File: src/saabb_pkg.sv
`timescale 1ns / 1ps
`default_nettype none
// ----------------------------------------------------------------------------
// saabb_pkg
// shared defaults for the swept box collision pipeline
// ----------------------------------------------------------------------------
package saabb_pkg;
    localparam int COORD_BITS_DEF = 32;
    localparam int FRAC_BITS_DEF  = 16;
endpackage
`default_nettype wire

File: src/saabb_back.sv
`timescale 1ns / 1ps
`default_nettype none
// ----------------------------------------------------------------------------
// saabb_back
// slab ordering, overlap test, entry time and face normal
// ----------------------------------------------------------------------------
module saabb_back import saabb_pkg::*; #(
    parameter int FRAC_BITS = FRAC_BITS_DEF
) (
    input  wire logic                        aclk,
    input  wire logic                        en,
    input  wire logic signed [FRAC_BITS+2:0] nx_in,
    input  wire logic signed [FRAC_BITS+2:0] fx_in,
    input  wire logic signed [FRAC_BITS+2:0] ny_in,
    input  wire logic signed [FRAC_BITS+2:0] fy_in,
    input  wire logic                        ok,
    input  wire logic                        vx_neg,
    input  wire logic                        vy_neg,
    output logic                             hit_reg,
    output logic             [FRAC_BITS:0]   entry_time_reg,
    output logic signed      [1:0]           normal_x_reg,
    output logic signed      [1:0]           normal_y_reg
);
    localparam int TW = FRAC_BITS + 3;
    localparam logic signed [TW-1:0] T_ONE = TW'(1) << FRAC_BITS;

    logic signed [TW-1:0] nx, fx, ny, fy, t;
    logic                 hit_next, x_face;

    always_comb begin
        nx = (nx_in > fx_in) ? fx_in : nx_in;
        fx = (nx_in > fx_in) ? nx_in : fx_in;
        ny = (ny_in > fy_in) ? fy_in : ny_in;
        fy = (ny_in > fy_in) ? ny_in : fy_in;
        x_face   = nx > ny;
        t        = x_face ? nx : ny;
        hit_next = ok && !(nx >= fy || ny >= fx) && !(t >= T_ONE) && !(t < 0);
    end

    always_ff @(posedge aclk) begin
        if (en) begin
            hit_reg        <= hit_next;
            entry_time_reg <= hit_next ? t[FRAC_BITS:0] : T_ONE[FRAC_BITS:0];
            normal_x_reg   <= (hit_next && x_face) ? (vx_neg ? 2'sd1 : -2'sd1) : 2'sd0;
            normal_y_reg   <= (hit_next && !x_face) ? (vy_neg ? 2'sd1 : -2'sd1) : 2'sd0;
        end
    end
endmodule
`default_nettype wire

File: config.mk
export PLATFORM = sky130hd
export DESIGN_NAME = saabb_back
export DESIGN_NICKNAME = d
export VERILOG_FILES = /design/src/saabb_pkg.sv /design/src/saabb_back.sv
export SDC_FILE = /design/constraint.sdc
export NUM_CORES = 1
export LEC_CHECK = 0
export BUFFER_PORTS_ARGS = -buffer_cell sky130_fd_sc_hd__clkbuf_2
export CAP_MARGIN = 5
export CORE_ASPECT_RATIO = 0.8
export CORE_MARGIN = 10
export CORE_UTILIZATION = 51
export DETAILED_ROUTE_END_ITERATION = 6
export GPL_TIMING_DRIVEN = 0
export PLACE_DENSITY = 0.84
export SLEW_MARGIN = 20
export SYNTH_ARGS = -nofsm -noshare
export SYNTH_HDL_FRONTEND = slang
export SYNTH_SLANG_ARGS = --single-unit
File: constraint.sdc
create_clock -name aclk -period 5.65 [get_ports aclk]
set_clock_uncertainty 0.05 [all_clocks]
set_input_delay 0.565 -clock aclk [delete_from_list [all_inputs] [get_ports aclk]]
set_output_delay 0.565 -clock aclk [all_outputs]
set_load 0.01 [all_outputs]
==> impl_metrics.yaml <==
floorplan:
  rows: 30
  die_y_um: 105
  core_area_um2: 8630
  dieArea_um2: 13300
  die_w_um: 126
  io_pins: 103
  initial_core_util_pct: 53.4
clock_tree:
  cts_tree: "built"
  cts_sinks: 22
  clk_pin_slew_worst_paths_ps: 60
  clock-root-buffer: "clkbuf_16"
  cts.path.max_buffers: 2
  htreeDepth: 1
  cts_buffers: 3
  hold_buffers: 0
route:
  wirelength_met1_um: 6630
  drt_wl_total_um: 14700
  wire_per_inst_um: 18.6
  drt-initial-drc-count: 358
  drc: 0
  vias_per_cell: 6.03
  vias: 4746
  antenna_left: 0
  drt-pass1-iter-count: 5
  dr_wl_met3_um: 1030
  route.top_layer_used: "met4"
  wl_met2_um: 6800
logic_synthesis:
  async_reset_ff_share_pct: 0
  synth_edf_count: 22
  ys_seq_elements: 22
  syn-cell-area_um2: 4610
  synth.distinct_cells: 51
  yosysWarnings: 0
  syn-instance-count: 567
  syn_nets: 739
  syn_area_per_cell_um2: 8.13
  ys_seq_area_share_pct: 14.3
  ys.flop_type: "edfxtp_1"
final_layout:
  final-instance-count-excl-fill: 787
  largest_reg_flops: 17
  area_growth_pct: 17.6
  stdcell_area_um2: 5420
  layout_commonest_cell: "clkbuf_2"
  layout.nets: 848
  drive_above_1_share_pct: 22.7
  final_cell_mix: "106 x clkbuf_2, 91 x ha_1, 62 x inv_1"
  n_antenna_cell: 0
global_route:
  grt_max_degree: 23
  first_global_vias: 4837
  grt_antenna_before_repair: 0
  grt_pass1_wl_um: 24100
  grt_overflow_total: 0
  track_usage_pct: 21.3
placed_design:
  placed_cells: 781
  place_ws_ps: -1130
  gp_congestion: 0.970
  place_hpwl_um: 12900
  dpl-instance-area_um2: 5260
  io_buffer_count: 102
sta:
  tightestPinTransition_ps: 795
  min_period_ps: 5350
  setup_viol: 0
  hold_viol: 0
  max_freq_ghz: 0.187
  slew_headroom_pct: 46.4
  final.setup.tns_ps: 0
  fin_crit_sh_pct: 94.7
  slew_violations: 0
  whs_ps: 531
  layout_setup_ws_ps: 299
power:
  ir_drop_v: 0.000119
  p_leak_nw: 2.84
  power.density_nw_per_um2: 201
worst_setup_path:
  cp-end-kind: "flip-flop"
  worst_ep_arrival_time_ps: 5310
  critPathRequiredTime_ps: 5610
  crit_fanout: 23
  path_class: "in2reg"
  worst_setup_path_start_kind: "primary input"
min_path:
  hold_class: "in2reg"
  holdPathStages: 2
  min_from: "vx_neg"
  holdPathEnd: "normal_x_reg[1]"
status:
  status: "complete, no violations"
run:
  cap_viol_max_count: 0
-- logic make-up (layout without fill, tap and decap cells) --
family / count (synthesis) / in the layout / synth area share (%)
mux: 66 / 66 / 15.2
simple gates: 145 / 145 / 16.6
xor+xnor: 4 / 4 / 0.760
buf+inv: 85 / 193 / 7.44
compound gates: 149 / 149 / 19.7
fa+ha+maj: 96 / 96 / 25.9
flops: 22 / 22 / 14.3
-- per-layer routing --
metal  vias up  track usage, %
li1       2321               -
met1      2220            28.0
met2       182            36.0
met3        23            3.18
met4         0            4.14
met5         -               0
-- stage by stage --
| step | power [mW] | util [%] |
|---|---|---|
| 2_1_floorplan | 0.697 | - |
| 3_3_place_gp | 0.873 | 60.9 |
| 3_5_place_dp | 0.908 | 60.9 |
| 4_1_cts | 1.07 | 62.3 |
| 5_1_grt | 1.18 | 62.8 |
| 6_report | 1.09 | 62.8 |
-- synthesized netlist by cell type (all sizes together), types with 5 or more instances --
cell type	n	share of area, %
maj3	5	1.2
nand3	8	0.87
o21a	5	0.81
ha	91	25
inv	62	5.1
o21ai	50	5.4
clkbuf	14	1.1
nor2b	7	0.95
nand2	29	2.4
buf	9	1.2
nor2	38	3.1
edfxtp	22	14
o211ai	18	2.9
nand2b	6	0.81
nand4	15	2.0
mux2i	56	13
and3	14	1.9
a21o	12	2.0
mux2	10	2.6
a21oi	47	5.2
nor3	10	1.1
-- timing repair --
action                                  CTS  global route
endpoints found under the setup margin   22            22
cloned                                    0             0
pin swaps                                 3             3
setup buffers                             2             2
gates resized for setup                  11            17
-- worst max-delay path: stages --
cell,delay [ps]
clkbuf_2,120
inv_1,70
ha_1,340
nand3_1,200
nor4_4,300
buf_4,190
o21ai_2,110
nand3_1,120
and3b_1,180
buf_6,280
mux2i_1,440
inv_1,90
ha_1,330
a21o_1,190
a21o_1,170
a21o_1,180
a21oi_1,150
o21ai_0,140
o21ai_0,170
nor4bb_2,330
nand4_1,120
buf_4,170
buf_2,180
o21bai_1,170
-- final cells by class --
type / count / area [um^2]
buffer: 21 / 133
clock buffer: 3 / 75.1
clock inverter: 1 / 3.75
fill: 774 / 3210
inverter: 62 / 233
multi-input combinational: 460 / 3630
sequential: 22 / 661
tap: 112 / 140
timing repair buffer: 106 / 541
-- worst max path at each step --
stage	start	to	slack (ps)	cells past startpoint
6_report	fy_in[17]	entry_time_reg[16]	300	24
2_1_floorplan	fx_in[17]	entry_time_reg[16]	350	23
4_1_cts	fy_in[10]	entry_time_reg[14]	9	21
3_5_place_dp	fy_in[17]	entry_time_reg[16]	-1130	24
3_3_place_gp	fy_in[17]	entry_time_reg[16]	-860	24
5_1_grt	fx_in[14]	entry_time_reg[0]	-10	22
-- report_power, final --
group | switching (mW) | internal [mW] | leakage, nW | total, mW
clock | 0.0565 | 0.0945 | 0.0385 | 0.151
sequential | 0.00251 | 0.190 | 0.209 | 0.193
combinational | 0.450 | 0.296 | 2.60 | 0.745
(Power assumes the default switching activity.)
