--- config.mk ---
export PLATFORM = sky130hd
export DESIGN_NAME = saabb_front
export DESIGN_NICKNAME = d
export VERILOG_FILES = /design/src/saabb_pkg.sv /design/src/saabb_front.sv
export SDC_FILE = /design/constraint.sdc
export NUM_CORES = 1
export LEC_CHECK = 0
export BUFFER_PORTS_ARGS = -buffer_cell sky130_fd_sc_hd__clkbuf_2
export CORE_AREA = 2 2 230 232
export DETAILED_ROUTE_END_ITERATION = 6
export DIE_AREA = 0 0 232 234
export GPL_TIMING_DRIVEN = 0
export HOLD_SLACK_MARGIN = 0.06
export PLACE_DENSITY = 0.64
export SLEW_MARGIN = 5
export SYNTH_ARGS = -nofsm -noshare
export SYNTH_HDL_FRONTEND = slang
export SYNTH_SLANG_ARGS = --single-unit
--- constraint.sdc ---
create_clock -name aclk -period 6.8 [get_ports aclk]
set_input_delay 1.36 -clock aclk [delete_from_list [all_inputs] [get_ports aclk]]
set_output_delay 1.36 -clock aclk [all_outputs]
set_load 0.01 [all_outputs]
--- src/saabb_pkg.sv ---
`timescale 1ns / 1ps
`default_nettype none
// ----------------------------------------------------------------------------
// saabb_pkg
// shared defaults for the swept box collision pipeline
// ----------------------------------------------------------------------------
package saabb_pkg;
    localparam int COORD_BITS_DEF = 32;
    localparam int FRAC_BITS_DEF  = 16;
endpackage
`default_nettype wire

--- src/saabb_front.sv ---
`timescale 1ns / 1ps
`default_nettype none
// ----------------------------------------------------------------------------
// saabb_front
// first stage: expanded slab edges minus point, and relative velocity
// ----------------------------------------------------------------------------
module saabb_front import saabb_pkg::*; #(
    parameter int COORD_BITS = COORD_BITS_DEF
) (
    input  wire logic                         aclk,
    input  wire logic                         en,
    input  wire logic signed [COORD_BITS-1:0] mover_x,
    input  wire logic signed [COORD_BITS-1:0] mover_y,
    input  wire logic        [COORD_BITS-2:0] mover_half_w,
    input  wire logic        [COORD_BITS-2:0] mover_half_h,
    input  wire logic signed [COORD_BITS-1:0] mover_vx,
    input  wire logic signed [COORD_BITS-1:0] mover_vy,
    input  wire logic signed [COORD_BITS-1:0] target_x,
    input  wire logic signed [COORD_BITS-1:0] target_y,
    input  wire logic        [COORD_BITS-2:0] target_half_w,
    input  wire logic        [COORD_BITS-2:0] target_half_h,
    input  wire logic signed [COORD_BITS-1:0] target_vx,
    input  wire logic signed [COORD_BITS-1:0] target_vy,
    output logic signed      [COORD_BITS+2:0] num_nx_reg,
    output logic signed      [COORD_BITS+2:0] num_fx_reg,
    output logic signed      [COORD_BITS+2:0] num_ny_reg,
    output logic signed      [COORD_BITS+2:0] num_fy_reg,
    output logic signed      [COORD_BITS:0]   den_x_reg,
    output logic signed      [COORD_BITS:0]   den_y_reg
);
    localparam int NW = COORD_BITS + 3;

    logic        [COORD_BITS-1:0] ew, eh;
    logic signed [NW-1:0]         ewe, ehe, dx, dy;

    // grown half sizes and centre offsets
    always_comb begin
        ew  = {1'b0, target_half_w} + {1'b0, mover_half_w};
        eh  = {1'b0, target_half_h} + {1'b0, mover_half_h};
        ewe = $signed({3'b000, ew});
        ehe = $signed({3'b000, eh});
        dx  = $signed({{3{target_x[COORD_BITS-1]}}, target_x})
            - $signed({{3{mover_x[COORD_BITS-1]}}, mover_x});
        dy  = $signed({{3{target_y[COORD_BITS-1]}}, target_y})
            - $signed({{3{mover_y[COORD_BITS-1]}}, mover_y});
    end

    always_ff @(posedge aclk) begin
        if (en) begin
            num_nx_reg <= dx - ewe;
            num_fx_reg <= dx + ewe;
            num_ny_reg <= dy - ehe;
            num_fy_reg <= dy + ehe;
            den_x_reg  <= $signed({mover_vx[COORD_BITS-1], mover_vx})
                        - $signed({target_vx[COORD_BITS-1], target_vx});
            den_y_reg  <= $signed({mover_vy[COORD_BITS-1], mover_vy})
                        - $signed({target_vy[COORD_BITS-1], target_vy});
        end
    end
endmodule
`default_nettype wire

==> flow_metrics.tcl <==
set metrics [dict create \
    leakagePower_nw 13.0 \
    netlist_top_cells_area "edfxtp_1 (27%), ha_1 (18%), xnor2_1 (7.4%)" \
    netlist.area_leader.share_pct 27.0 \
    crit_type "input pin to flop" \
    synth_cells 2600 \
    worstPathRequired_ns 7.01 \
    worst_pin_slew_ns 0.823 \
    synth_top_cell_by_area "edfxtp_1" \
    slew_viol_final 0 \
    wl_per_cell_um 17.6 \
    dr.pass1.iters 5 \
    portBuffers 587 \
    grt_setup_unrepaired "false" \
    grt_pass1_wl_mm 104 \
    outcome "complete, no violations" \
    antenna_left 0 \
    die_w_um 232 \
    area_growth_pct 20.0 \
    hold_slack_ns 1.26 \
    cts_hold_buf 0 \
    path_max_fanout 9 \
    worst_setup_path_start_kind "input pin" \
    layout_setup_ws_ns 0.351 \
    ioPinCount 588 \
    clk_pin_slew_worst_paths_ns 0.07 \
    grt-ovfl-total 0 \
    synth_async_sr_flop_share_pct 0 \
    fp.dieH_um 234 \
    finalSetupViolCount 0 \
    drive_gt1_share_pct 20.6 \
    hold_path_class "input pin to flop" \
    synth_most_common_cell "ha_1" \
    drc 0 \
    start_util_pct 42.7 \
    hpwl_mm 58.7 \
    grt_usage_pct 24.2 \
    endpoint_kind "flop" \
    vias 21100 \
    grt_pass1_vias 20400 \
    ys_ff_latch 200 \
    cts_buffer_depth 2 \
    num_rows 84 \
    max_freq_mhz 155 \
    htreeDepth 4 \
    wl_mm 69.0 \
    cts_tree "built" \
    cts_sinks 200 \
    synth_edf_count 200 \
    die_area_mm2 0.0543 \
    synth_seq_area_share_pct 27.0 \
    netlist-cell-type-count 76 \
    drt_iter0_drc 958 \
    pre_cts_slack_ns -0.605 \
    synthTopCellsByCount "ha_1 (318), inv_1 (315), a21oi_1 (234)" \
    routed_via_density 5.38 \
    nets 3916 \
    postSynthAreaPerCell_um2 8.55 \
    post-route-util_pct 51.3 \
    period_minus_slack_ns 6.45 \
    ctsResizeCount 2 \
    gp_congestion 0.942 \
    syn_nets 3310 \
    vdd_ir_drop_max_v 0.000168 \
    critical_path_arrival_ns 6.66 \
    finalHoldViolCount 0 \
    syn-cell-area_mm2 0.0222 \
    coreArea_mm2 0.0520 \
    slew_headroom_pct 45.1 \
    fin_crit_sh_pct 94.8 \
    root_buffer "clkbuf_16" \
    antenna_found_initial 9 \
    yosysWarnings 0 \
    cts_buffers 17 \
    maxCapViolations 0 \
    cts_setup_buffers 0 \
    grt_max_degree 111 \
    ys.flop_type "edfxtp_1" \
    power.density_mw_per_mm2 294 \
]
-- area by class of cell --
type	instances	area [um^2]
clock buffer	20	437
timing repair buffer	588	2970
sequential	200	6010
antenna	10	25.0
inverter	315	1180
clock inverter	11	100
fill	5062	25300
tap	688	861
buffer	63	260
multi-input combinational	2021	14800
-- per-layer routing --
layer | up-vias | wire (um) | GRT usage [%]
met1 | 9836 | 29000 | 29.3
met2 | 638 | 34300 | 43.1
li1 | 10500 | - | -
met4 | 4 | 2390 | 9.84
met3 | 107 | 3300 | 3.48
met5 | - | 18 | 0
-- kinds of logic (layout without fill, tap and decap cells) --
kind of cell,after synthesis,in the layout,synth area share [%]
AO/OA/AOI/OAI,777,777,22.7
XOR/XNOR,264,264,10.4
adder cells (fa/ha/maj),328,328,18.8
buffers and inverters,379,997,6.51
flip-flops,200,200,27.0
multiplexers,7,7,0.326
other,0,10,0
AND/OR/NAND/NOR,645,645,14.2
-- per-stage QoR --
step	setup TNS (ns)	cell area [um^2]	std cells	total power [mW]
3_3_place_gp	-4.82	26000	3875	6.76
6_report	0	26700	3916	7.84
5_1_grt	0	26700	3913	8.42
3_5_place_dp	-6.40	26100	3876	6.82
4_1_cts	0	26600	3907	7.84
2_1_floorplan	0	22200	2600	5.29
-- power breakdown --
part | total, mW | switching, mW | internal, mW
combinational | 4.64 | 2.80 | 1.84
clock | 0.992 | 0.489 | 0.504
sequential | 2.21 | 0.155 | 2.05
total | 7.84 | 3.44 | 4.40
-- final timing paths --
path,slack (ns),depth (start not counted),start,endpoint
worst max-delay path,0.35,24,mover_y[1],num_ny_reg[32]
worst min-delay path,1.26,3,target_vy[0],den_y_reg[0]
-- placed cells by master, fill, tap and decap left out, drive strengths merged, types with 25 or more instances in the layout --
master / synthesis / final
o21ai: 139 / 139
inv: 315 / 317
edfxtp: 200 / 200
nand2b: 45 / 45
xnor2: 188 / 188
clkbuf: 55 / 661
a21o: 106 / 106
a31oi: 25 / 25
nor2: 219 / 219
xor2: 76 / 76
nand2: 111 / 111
ha: 318 / 318
nor3: 61 / 61
nand3: 38 / 38
nor2b: 43 / 43
o21a: 28 / 28
a21oi: 234 / 234
o21bai: 47 / 47
-- worst max-delay path: stages --
cell and delay [ns]:
clkbuf_2 0.11, inv_1 0.04, ha_1 0.27, nor2b_1 0.12, o21ai_0 0.20, a21boi_0 0.16, o21ai_0 0.27, a21boi_1 0.16
o21a_1 0.20, o211ai_1 0.23, a31oi_1 0.20, xor2_1 0.20, ha_1 0.31, clkbuf_1 0.24, or4_1 0.64, nor3_1 0.14
o21ai_0 0.16, and4b_1 0.26, o31ai_1 0.44, o22ai_1 0.25, o211ai_1 0.32, a31oi_1 0.13, o21bai_1 0.16, xor2_1 0.08
(Power assumes the default switching activity.)
