### src/saabb_pkg.sv
`timescale 1ns / 1ps
`default_nettype none
// ----------------------------------------------------------------------------
// saabb_pkg
// shared defaults for the swept box collision pipeline
// ----------------------------------------------------------------------------
package saabb_pkg;
    localparam int COORD_BITS_DEF = 32;
    localparam int FRAC_BITS_DEF  = 16;
endpackage
`default_nettype wire

### src/saabb_div.sv
`timescale 1ns / 1ps
`default_nettype none
// ----------------------------------------------------------------------------
// saabb_div
// pipelined restoring divider, one quotient bit per stage, floor rounding
// ----------------------------------------------------------------------------
module saabb_div import saabb_pkg::*; #(
    parameter int COORD_BITS = COORD_BITS_DEF,
    parameter int FRAC_BITS  = FRAC_BITS_DEF
) (
    input  wire logic                         aclk,
    input  wire logic                         en,
    input  wire logic signed [COORD_BITS+2:0] num,
    input  wire logic signed [COORD_BITS:0]   den,
    output logic signed      [FRAC_BITS+2:0]  t_reg,
    output logic                              ok_reg
);
    localparam int NW = COORD_BITS + 3;
    localparam int DW = COORD_BITS + 1;
    localparam int QW = FRAC_BITS + 1;
    localparam int TW = FRAC_BITS + 3;
    localparam logic signed [TW-1:0] T_INF = TW'(1) << (FRAC_BITS + 1);

    logic [DW-1:0] d_reg   [0:FRAC_BITS];
    logic [DW-1:0] r_reg   [0:FRAC_BITS];
    logic [QW-1:0] q_reg   [0:FRAC_BITS];
    logic          sat_reg [0:FRAC_BITS];
    logic          neg_reg [0:FRAC_BITS];
    logic          okp_reg [0:FRAC_BITS];

    logic [NW-1:0] n, n_minus_d;
    logic [DW-1:0] d;
    logic          q0;

    // magnitudes, saturation and integer quotient bit
    always_comb begin
        n         = num[NW-1] ? $unsigned(-num) : $unsigned(num);
        d         = den[DW-1] ? $unsigned(-den) : $unsigned(den);
        q0        = n >= {2'b00, d};
        n_minus_d = n - {2'b00, d};
    end

    always_ff @(posedge aclk) begin
        if (en) begin
            d_reg[0]   <= d;
            r_reg[0]   <= q0 ? n_minus_d[DW-1:0] : n[DW-1:0];
            q_reg[0]   <= {{(QW-1){1'b0}}, q0};
            sat_reg[0] <= (d == '0) || (n >= {1'b0, d, 1'b0});
            neg_reg[0] <= (num != '0) && (num[NW-1] != den[DW-1]);
            okp_reg[0] <= (den != '0) || (num != '0);
        end
    end

    // fraction bit stages
    for (genvar k = 1; k <= FRAC_BITS; k++) begin : g_bit
        logic [DW:0] r2, r2_sub;
        logic        ge;
        always_comb begin
            r2     = {r_reg[k-1], 1'b0};
            ge     = r2 >= {1'b0, d_reg[k-1]};
            r2_sub = r2 - {1'b0, d_reg[k-1]};
        end
        always_ff @(posedge aclk) begin
            if (en) begin
                d_reg[k]   <= d_reg[k-1];
                r_reg[k]   <= ge ? r2_sub[DW-1:0] : r2[DW-1:0];
                q_reg[k]   <= {q_reg[k-1][QW-2:0], ge};
                sat_reg[k] <= sat_reg[k-1];
                neg_reg[k] <= neg_reg[k-1];
                okp_reg[k] <= okp_reg[k-1];
            end
        end
    end

    logic signed [TW-1:0] qs, t_next;

    // sign, floor correction and saturation
    always_comb begin
        qs = $signed({2'b00, q_reg[FRAC_BITS]});
        if (sat_reg[FRAC_BITS]) begin
            t_next = neg_reg[FRAC_BITS] ? -T_INF : T_INF;
        end else if (neg_reg[FRAC_BITS]) begin
            t_next = -(qs + ((r_reg[FRAC_BITS] != '0) ? TW'(1) : TW'(0)));
        end else begin
            t_next = qs;
        end
    end

    always_ff @(posedge aclk) begin
        if (en) begin
            t_reg  <= t_next;
            ok_reg <= okp_reg[FRAC_BITS];
        end
    end
endmodule
`default_nettype wire

### config.mk
export PLATFORM = sky130hd
export DESIGN_NAME = saabb_div
export DESIGN_NICKNAME = d
export VERILOG_FILES = /design/src/saabb_pkg.sv /design/src/saabb_div.sv
export SDC_FILE = /design/constraint.sdc
export NUM_CORES = 2
export LEC_CHECK = 0
export ABC_AREA = 1
export BUFFER_PORTS_ARGS = -buffer_cell sky130_fd_sc_hd__buf_4
export CELL_PAD_IN_SITES_DETAIL_PLACEMENT = 0
export CELL_PAD_IN_SITES_GLOBAL_PLACEMENT = 1
export CORE_MARGIN = 2
export CORE_UTILIZATION = 50
export CTS_BUF_LIST = sky130_fd_sc_hd__clkbuf_4 sky130_fd_sc_hd__clkbuf_8
export CTS_CLUSTER_SIZE = 8
export DETAILED_ROUTE_END_ITERATION = 7
export PLACE_DENSITY = 0.81
export SLEW_MARGIN = 20
export SYNTH_ARGS = -nofsm -noshare
export SYNTH_HDL_FRONTEND = slang
export SYNTH_SLANG_ARGS = --single-unit
### constraint.sdc
create_clock -name aclk -period 4.9 [get_ports aclk]
set_input_delay 0.735 -clock aclk [delete_from_list [all_inputs] [get_ports aclk]]
set_output_delay 0.735 -clock aclk [all_outputs]
set_load 0.05 [all_outputs]
==> Implementation_results.wiki <==
{| class="wikitable"
! Metric !! Value
|-
| Outcome || completed
|-
| Largest delay share family, worst path || simple AND/OR/NAND/NOR gates
|-
| Critical path's most frequent cell || nand2_1
|-
| Overall overflow remaining after global route || 0
|-
| Period utilization || 83.6%
|-
| Period minus WS final || 4100 ps
|-
| Number of buffers inserted during clock tree synthesis || 219
|-
| Max reg flops || roughly 560
|-
| Storage element area || between 30,000 and 40,000 sq um
|-
| Worst skew pair latency || slightly below 1000 ps
|-
| Upper clock frequency limit || 0.244 GHz
|-
| TritonCTS clock tree || done
|-
| Simple-gate area share of the yosys netlist || between 10% and 20%
|-
| Total of buffers placed on input and output ports || 89
|-
| Clk root buf || clkbuf_8
|-
| Via-to-Cell Ratio || 5.46
|-
| Number of different library cells in the post-synthesis netlist || 68
|-
| Number of violations of the max-capacitance limit || 0
|-
| DRC violation count after routing || 0
|-
| Commonest cells in the synthesized netlist || 1,837 x nand2_1, 1,313 x edfxtp_1, 1,189 x inv_1
|-
| Post-layout util || 55.3%
|-
| Share of the synthesized area in compound gates (AO/OA/AOI/OAI) || around an eighth
|-
| Synthesized cell area || approximately 81,000 sq um
|-
| Overall die area || 165,000 sq um
|-
| Highest net fanout along the worst path || 14
|-
| Yosys top cell by area || edfxtp_1
|-
| Data required time of the worst path || between 5000 and 6000 ps
|-
| CP Launch Type || input pin
|-
| Die Wd || a little over 400 um
|-
| Power density over cell area || 630 nW/um^2
|-
| Post-synthesis xor/xnor area fraction || 5.92%
|-
| Share of synthesized cell area in full adder, half adder and majority cells || 9.83%
|-
| Setup violations, final || 0
|-
| Fillcell total || 14,600
|-
| Routed wire length per instance || 20.3 um
|-
| Maximum number of pins on one net before global-route repair || 115
|-
| Warning count from the yosys run || 0
|-
| Clock H-tree levels || 4
|-
| RSZ-0062 raised after global routing || false
|-
| Data arrival time of the critical path || ~4800 ps
|-
| Sum of buffers and inverters on the critical path || 5
|-
| Kind of capture point of the worst setup path || flop
|-
| Starting density of the core || 50.3%
|-
| Cells after Synth || 8,798
|-
| Routed vias || 62,300
|-
| PostCTS Resize Cnt || 0
|-
| Peak ir drop on the vdd network || 0.352 mV
|-
| Clock net sink count || 1,313
|-
| Buffer depth of the longest clock path || 3
|-
| Detailed router's first-iteration violation count || 5,878
|-
| Routability cong. || 0.947
|-
| Setup Buffers After CTS || 0
|-
| Worst hold slack after final layout || 212 ps
|-
| Post-synth EDFFs || 1,313
|-
| Nets in the synthesized netlist || 9,492
|-
| Number of global-route vias before repair || 59,100
|-
| Delay of the slowest cell on the worst path || ~540 ps
|-
| Area occupied by multi-input gates || 36,200 sq um
|-
| Slew margin rel. || 21.3%
|-
| Die extent in y || 406 um
|-
| Detailed-placement wirelength estimate || 186,000 um
|-
| Clock Skews || about 57 ps
|-
| Combinational family with the most area after synthesis || simple AND/OR/NAND/NOR gates
|-
| Hold WC Path Type || in -> reg
|-
| I/O pin count || 90
|-
| Yosys reg bits || 1,313
|-
| First-pass GRT wire length || 351,000 um
|-
| Final count of pins violating max slew || 0
|-
| Synthesized area per cell || 9.17 sq um
|-
| Number of nets in the finished design || 9,772
|-
| Worst Max-Slew Pin Slew || 1170 ps
|-
| Number of iterations in the first detailed-routing pass || 6
|-
| Multiplexer area fraction after synthesis || 0%
|-
| Initial antenna violation count || 6
|-
| Fraction of layout cells with a size suffix above 1 || 7.13%
|-
| Number of cell rows || 147
|-
| Share of the yosys chip area belonging to registers || 48.8%
|-
| Share of Yosys cell area claimed by the top area cell type || 48.8%
|-
| Worst setup path class || in -> reg
|-
| Hold Violations, Final || 0
|-
| Cells taking the most area after synthesis || edfxtp_1 49%, ha_1 9.4%, nand2_1 8.5%
|-
| Total wire length || 232,000 um
|-
| Most numerous cell in the Yosys netlist || nand2_1
|-
| Area of the placeable core || 160,000 sq um
|-
| Total Negative Setup Slacks || 0 ps
|-
| Area grow syn2layout || 9.84%
|-
| Overall global routing resource usage || 28.0%
|-
| Top flip-flop cell by instance count after synthesis || edfxtp_1
|-
| Slowest library cell on the worst path || dlygate4sd3_1
|-
| Static leakage || approximately 38 nW
|-
| Count of nets left with antenna violations after detail routing || 0
|-
| Clock transition at path regs || 60 ps
|-
| Fraction of synthesis flops using an asynchronous set or reset pin || 0%
|}
-- layout by cell type, fill, tap and decap left out, drive strengths merged, types with 35 or more instances in the layout --
cell type / netlist / final
o21a: 35 / 35
nand2: 1893 / 1893
nor3: 86 / 86
buf: 64 / 181
a21o: 109 / 109
clkinv: 4 / 88
o211ai: 35 / 35
a21oi: 634 / 634
xor2: 256 / 256
nor2: 716 / 716
o21ai: 816 / 816
nor4: 55 / 55
inv: 1201 / 1211
nand3: 319 / 319
a21boi: 36 / 36
edfxtp: 1313 / 1313
ha: 607 / 607
nand4: 70 / 70
a31oi: 55 / 55
clkbuf: 59 / 275
xnor2: 290 / 290
-- area by class of cell --
cell class,count,area share (%)
repair buffers,182,1.76
clock inverters,108,0.903
diodes,4,0.0113
clock buffers,275,3.87
multi-input cells,6157,40.8
flip-flops and latches,1313,44.5
well taps,2160,3.05
inverters,1205,5.11
-- routing by layer --
layer | up-vias | part of all wire [%] | GRT usage, %
met2 | 1855 | 45 | 43.8
met3 | 297 | 6.0 | 3.67
li1 | 30700 | - | -
met5 | - | 0 | 0
met4 | 0 | 2.7 | 8.25
met1 | 29400 | 47 | 40.6
-- kinds of logic after synthesis --
kind of cell | count (synthesis)
AOI/OAI and AO/OA | 1820
xor gates and xnor gates | 546
adders and majority gates | 624
buffers and inverters | 1328
DFF | 1313
and+or+nand+nor | 3167
-- worst paths after layout --
kind	start	end	slack [ps]	cells past startpoint
min	den[8]	d_reg[0][8]	210	3
max	den[0]	r_reg[0][2]	800	25
max reg2reg	r_reg[16][5]	t_reg[17]	910	18
min reg2reg	q_reg[0][137]	q_reg[0][155]	390	0
-- timing repair --
item / CTS / global route
hold buffers: 1 / 0
hold endpoints to repair: 1 / 0
setup endpoints to repair: 0 / 0
-- through the flow --
stage	total power, mW	worst slack, ps	cells	cell area, sq um
floorplan	37.8	879	8798	80700
global placement	45.9	470	11000	84400
detailed placement	46.0	455	11000	84400
CTS	55.9	832	11400	88600
global route	60.2	356	11400	88600
finish	55.8	804	11400	88700
-- where the power goes --
| group | total (mW) | switching [mW] | internal, mW |
|---|---|---|---|
| clock network | 9.60 | 4.56 | 5.04 |
| logic | 27.0 | 17.3 | 9.68 |
| registers | 19.3 | 2.32 | 17.0 |
| total | 55.8 | 24.2 | 31.7 |
-- worst min-delay path, cell delays in order --
cell    delay [ps]
buf_4          120
inv_1           70
xor2_1          80
(Power assumes the default switching activity.)
